### src/rtl/core/mfsgd_pkg.sv
`timescale 1ns / 1ps
`default_nettype none
// ----------------------------------------------------------------------------
// mfsgd_pkg
// Types, widths and codes shared by the matrix factorization SGD trainer.
// ----------------------------------------------------------------------------
package mfsgd_pkg;

  localparam int NUM_USERS = 1024;
  localparam int NUM_ITEMS = 2048;
  localparam int FEATURES  = 32;

  localparam int FEAT_W  = $clog2(FEATURES);
  localparam int USER_W  = 10;
  localparam int ITEM_W  = 11;
  localparam int DATA_W  = 16;
  localparam int OUT_W   = 32;
  localparam int CFG_W   = 16;
  localparam int CFG_IDX_W = 1;
  localparam int FUNC_W  = 3;

  localparam int UADDR_W = USER_W + FEAT_W;
  localparam int IADDR_W = ITEM_W + FEAT_W;

  // Shared multiplier: wide signed operand times 17-bit signed operand.
  localparam int MUL_A_W = 37;
  localparam int MUL_B_W = 17;
  localparam int MUL_P_W = MUL_A_W + MUL_B_W;

  // Dot product accumulator: FEATURES products of two Q4.12 values.
  localparam int ACC_W   = 2 * DATA_W + FEAT_W;
  localparam int PRED_W  = ACC_W + 1 - 12;
  // Gradient term err*other*16 - reg*own stays below 2^51 in magnitude.
  localparam int DELTA_W = 52;
  localparam int HI_W    = DELTA_W - 16;
  localparam int SUM_W   = MUL_P_W + 16 + 1;
  localparam int STEP_W  = SUM_W - 32;
  localparam int NEW_W   = STEP_W + 1;

  localparam logic [CFG_W-1:0] LR_RESET  = 16'd655;
  localparam logic [CFG_W-1:0] REG_RESET = 16'd0;

  localparam logic [CFG_IDX_W-1:0] CFG_STEP_RATE  = 1'd0;
  localparam logic [CFG_IDX_W-1:0] CFG_REG_WEIGHT = 1'd1;

  localparam logic [FUNC_W-1:0] FN_TRAIN     = 3'd0;
  localparam logic [FUNC_W-1:0] FN_PREDICT   = 3'd1;
  localparam logic [FUNC_W-1:0] FN_LOAD_USER = 3'd2;
  localparam logic [FUNC_W-1:0] FN_LOAD_ITEM = 3'd3;
  localparam logic [FUNC_W-1:0] FN_READ_USER = 3'd4;
  localparam logic [FUNC_W-1:0] FN_READ_ITEM = 3'd5;

  typedef struct packed {
    logic [FUNC_W-1:0]        func;
    logic [USER_W-1:0]        user_index;
    logic [ITEM_W-1:0]        item_index;
    logic signed [DATA_W-1:0] target;
    logic [FEAT_W-1:0]        feature_index;
    logic signed [DATA_W-1:0] feature_value;
  } request_t;

  typedef struct packed {
    logic signed [OUT_W-1:0]  prediction;
    logic signed [OUT_W-1:0]  error;
    logic signed [DATA_W-1:0] read_value;
  } result_t;

  typedef struct packed {
    logic                      en;
    logic signed [MUL_A_W-1:0] a;
    logic signed [MUL_B_W-1:0] b;
  } mul_req_t;

  typedef enum logic [3:0] {
    ST_IDLE,
    ST_READ,
    ST_DOT,
    ST_PRED,
    ST_ERR,
    ST_RD,
    ST_EO,
    ST_RO,
    ST_DELTA,
    ST_HI,
    ST_LO,
    ST_STEP,
    ST_NEW,
    ST_WR
  } state_t;

  function automatic logic user_ok(input logic [USER_W-1:0] u);
    return int'(u) < NUM_USERS;
  endfunction

  function automatic logic item_ok(input logic [ITEM_W-1:0] i);
    return int'(i) < NUM_ITEMS;
  endfunction

  function automatic logic feat_ok(input logic [FEAT_W-1:0] f);
    return int'(f) < FEATURES;
  endfunction

endpackage
`default_nettype wire

### src/rtl/core/mfsgd_mul.sv
`timescale 1ns / 1ps
`default_nettype none
// ----------------------------------------------------------------------------
// mfsgd_mul
// Shared signed multiplier with a registered product, used for the dot
// product and for every term of the feature update.
// ----------------------------------------------------------------------------
module mfsgd_mul (
  input  wire logic                              clk,
  input  wire mfsgd_pkg::mul_req_t               req,
  output logic signed [mfsgd_pkg::MUL_P_W-1:0]   prod
);

  always_ff @(posedge clk) begin
    if (req.en) begin
      prod <= req.a * req.b;
    end
  end

endmodule
`default_nettype wire

### config.mk
export PLATFORM = sky130hd
export DESIGN_NAME = mfsgd_mul
export DESIGN_NICKNAME = d
export VERILOG_FILES = /design/src/rtl/core/mfsgd_pkg.sv /design/src/rtl/core/mfsgd_mul.sv
export SDC_FILE = /design/constraint.sdc
export NUM_CORES = 2
export LEC_CHECK = 0
export BUFFER_PORTS_ARGS = -buffer_cell sky130_fd_sc_hd__buf_2
export CAP_MARGIN = 40
export CORE_MARGIN = 8
export CORE_UTILIZATION = 30
export DETAILED_ROUTE_END_ITERATION = 10
export GPL_TIMING_DRIVEN = 1
export SLEW_MARGIN = 20
export SYNTH_ARGS = -nofsm -noshare
export SYNTH_HDL_FRONTEND = slang
export SYNTH_SLANG_ARGS = --single-unit
### constraint.sdc
create_clock -name clk -period 13.45 [get_ports clk]
set_clock_uncertainty 0.2 [all_clocks]
set_input_delay 0.6725 -clock clk [delete_from_list [all_inputs] [get_ports clk]]
set_output_delay 0.6725 -clock clk [all_outputs]
set_load 0.02 [all_outputs]
Word-level counts from Yosys, hierarchy flattened
Index checks and enable logic that the tools add are counted.
W data, S select, Z words.

storage, ports and cells
  register bits after elaboration = 54
  bits of input ports = 56
  output and inout port bits = 54
  logic and storage cells = 2

operators by class
  multiply operators = 1

operators with widths
  cell              number
  $mul A37 B17 Y54  1

Longest topological paths before layout
  depth in word-level cells = 1
  mapped depth = 27

Least setup slack after synthesis
Ideal clock, no wire load.

  kind = input to register
  start = in req[2] (netlist bit)
  end = reg prod[48] (netlist bit), data pin
  setup time = 0.260 ns
  arrival time = 6.601 ns
  path slack = 6.388 ns
  stages = 25
  path buffers = 3
  path through = clkbuf_1 clkbuf_1 nand2_1 fa_1 inv_1 fa_1 inv_1 fa_1 inv_1 fa_1 fa_1 inv_1 fa_1 inv_1 ha_1 clkbuf_1 nand3_1 or3_1 nor3_1 o21a_1 a41oi_2 a31oi_2 a221o_1 a311oi_2 xnor2_1

between the ends
  longest elaborated chain between the ends = 1

ends and longest elaborated chain
  element                 RTL line         source
  start: declaration      mfsgd_mul.sv:10  input wire mfsgd_pkg::mul_req_t req,
  $mul A37 B17 Y54        mfsgd_mul.sv:16  prod <= req.a * req.b;
  end signal: assignment  mfsgd_mul.sv:16
  end: declaration        mfsgd_mul.sv:11  output logic signed [mfsgd_pkg::MUL_P_W-1:0] prod

No other way between the ends.
A chain may end at the register's enable or synchronous reset.

Worst setup path in the final report
  start = in req[5] (netlist bit)
  end = reg prod[51] (netlist bit), data pin

Same word-level chain as after synthesis.

==> run metrics <==
main area contributors after synthesis fa_1 (52%), inv_1 (11%), edfxtp_1 (7.0%); CP peak stage delay approximately 670 ps; Post-synth ARST share 0%; Critical-path top delay cell a221oi_1; Starting Density a little under a third; Tot GR Track Use roughly 16%; largest net degree at the start of global routing 38; Final Max Tran Viols 0; number of global-route vias before repair 18,200; port buffer count between 100 and 150; CTS Buf Count 5; GR Layer Usage met3 2.45%; CP arrival about 7800 ps; Clock Sinks 54; Post-layout nets around 3,300; synthesized flop and latch total 54; CORE AREA about 76,000 sq um; I/O pin count 110; Gates resized, CTS repair 0; Avg WL per Cell approximately 18 um; number of flops mapped to enable cells by yosys between 50 and 60; kind of critical path in -> reg; most repeated library cell on the critical path fa_1; initial DRC count ~970; Rows between 100 and 150; Synth Area per Inst between 9 and 10 sq um; post-synth cell types 55; clock buffer depth 2; PnR worst setup slack approximately 5600 ps; CTS tree done; status completed; Ys Warns 0; Startpoint Class input port; Max Cap Viol 0; register area share after synthesis under 10%; M2 GR Usage between 20% and 30%; M1 GR Usage between 10% and 20%; detailed placement HPWL 51,100 um; syn_nets 3,275; routed wire length 65,000 um; GPL Wtd Cong a little under 0.9; biggest regs prod (54); vias after detailed routing between 15,000 and 20,000; Largest register FFs 54; setup TNS 0 ps; min-delay src req[54]; most frequent cells in the layout inv_1 (667), fa_1 (596), nand2_1 (384); DRC violations left 0; final worst-path cycle share approximately 59%; most utilized layer in the global route result met2; Overflow after GRT 0; Setup Viol. Count Final 0; first-pass detailed-route iteration total 6; Layout area overhead 7.70%; routed vias/inst approximately 4.6; Post-CTS Hold Fix Bufs 0; crit end category flip-flop; worst min path class in -> reg; Reg clk slew, reported paths between 100 and 150 ps; Critical path origin req[5]; actual slew at the worst max-slew pin around 840 ps; unrepaired setup endpoints after global routing no; full die area 86,000 sq um; die width slightly below 300 um; CP required around 13,000 ps; Worst Path Max Fanout 37; Root Buffer clkbuf_16; crit path cell chain buf_2 -> nand2_1 -> fa_1 -> inv_1 -> fa_1 -> inv_1 -> fa_1 -> inv_1 -> fa_1 -> fa_1 -> fa_1 -> ha_1 -> and4_1 -> and4_1 -> a221oi_1 -> a21oi_1 -> o21a_1 -> o211ai_1 -> a21boi_1 -> a221oi_2 -> xnor2_1; Yosys top cell area share between 50% and 60%; number of fill cells around 7,900; Biggest register prod; fmax 127 MHz; Yosys top cell by area fa_1; htree depth 2; initial antenna violation count 7; Mapped Area around 23,000 sq um; Setup Fix Bufs, Post-CTS 0; remaining antenna violation count 0; most common cell after layout, fill and taps aside inv_1; Final min period approximately 7900 ps; fraction of layout cells with a size suffix above 1 around 5.8%; Post-Synthesis Cells ~2,500; final hold viol count 0; first-pass GRT wire length 105,000 um; pre-CTS WS approximately 5100 ps; Worst slew margin between 40% and 50%; Die Y between 200 and 300 um; Most used DFF post-synth edfxtp_1
## metrics by stage
stage	cell area [sq um]	std cells	util [%]	hold slack (ps)
global route	24800	3552	32.7	689
CTS	24800	3549	32.6	676
detailed placement	24600	3541	32.4	919
global placement	24600	3538	32.3	918
finish	24800	3556	32.7	672
floorplan	23000	2498	-	585
## path summary, 6_finish.rpt
| check | to | slack [ps] | cells after the start |
|---|---|---|---|
| worst max-delay path | prod[51] | 5560 | 21 |
| worst min-delay path | prod[23] | 670 | 2 |
## cells in the mapped netlist, types with 2 or more instances
| master | instances |
|---|---|
| a211o_1 | 2 |
| a211oi_1 | 2 |
| a21boi_1 | 5 |
| a21o_1 | 14 |
| a21oi_1 | 50 |
| a31oi_1 | 2 |
| a41oi_1 | 2 |
| and2_1 | 245 |
| and3_1 | 6 |
| and4_1 | 2 |
| buf_1 | 2 |
| clkbuf_1 | 110 |
| edfxtp_1 | 54 |
| fa_1 | 596 |
| ha_1 | 125 |
| inv_1 | 667 |
| nand2_1 | 384 |
| nand2b_1 | 11 |
| nand3_1 | 12 |
| nand4_1 | 4 |
| nor2_1 | 48 |
| nor2b_1 | 7 |
| nor3_1 | 10 |
| o211ai_1 | 6 |
| o21a_1 | 9 |
| o21ai_0 | 18 |
| o21ai_1 | 14 |
| o21bai_1 | 5 |
| o31ai_1 | 3 |
| or3_1 | 4 |
| xnor2_1 | 40 |
| xor2_1 | 16 |
## logic make-up after synthesis
family / count (synthesis) / share of synthesized area, %
muxes: 1 / 0.0434
DFF: 54 / 7.04
xor gates and xnor gates: 56 / 2.13
and+or+nand+nor: 738 / 15.3
adders and majority gates: 721 / 58.6
buffers and inverters: 779 / 12.7
AOI/OAI and AO/OA: 149 / 4.29
## worst max-delay path: cells and delay by family
kind            cells  cell delay [ps]
compound gates      6             2210
buf+inv             4              770
simple gates        3              690
fa+ha+maj           7             3340
xor+xnor            1               90
## routing by layer
metal  wire, um  vias to the layer above  share of wire [%]
li1           -                     7209                  -
met1      26600                     8611                 41
met2      33200                      450                 51
met3       3600                       95                5.5
met4       1610                        2                2.5
met5         13                        -              0.020
## layout make-up
type / instances / area [sq um] / area share, %
sequential: 54 / 1620 / 6.53
timing repair buffer: 127 / 741 / 2.98
multi-input combinational: 1665 / 18500 / 74.5
inverter: 667 / 2500 / 10.1
clock buffer: 5 / 125 / 0.504
clock inverter: 3 / 28.8 / 0.116
tap: 1030 / 1290 / 5.19
antenna: 5 / 12.5 / 0.0504
Power is left out: the tool's default activity adds up to more than one toggle a clock period on the data nets, which glitch-free logic cannot reach.
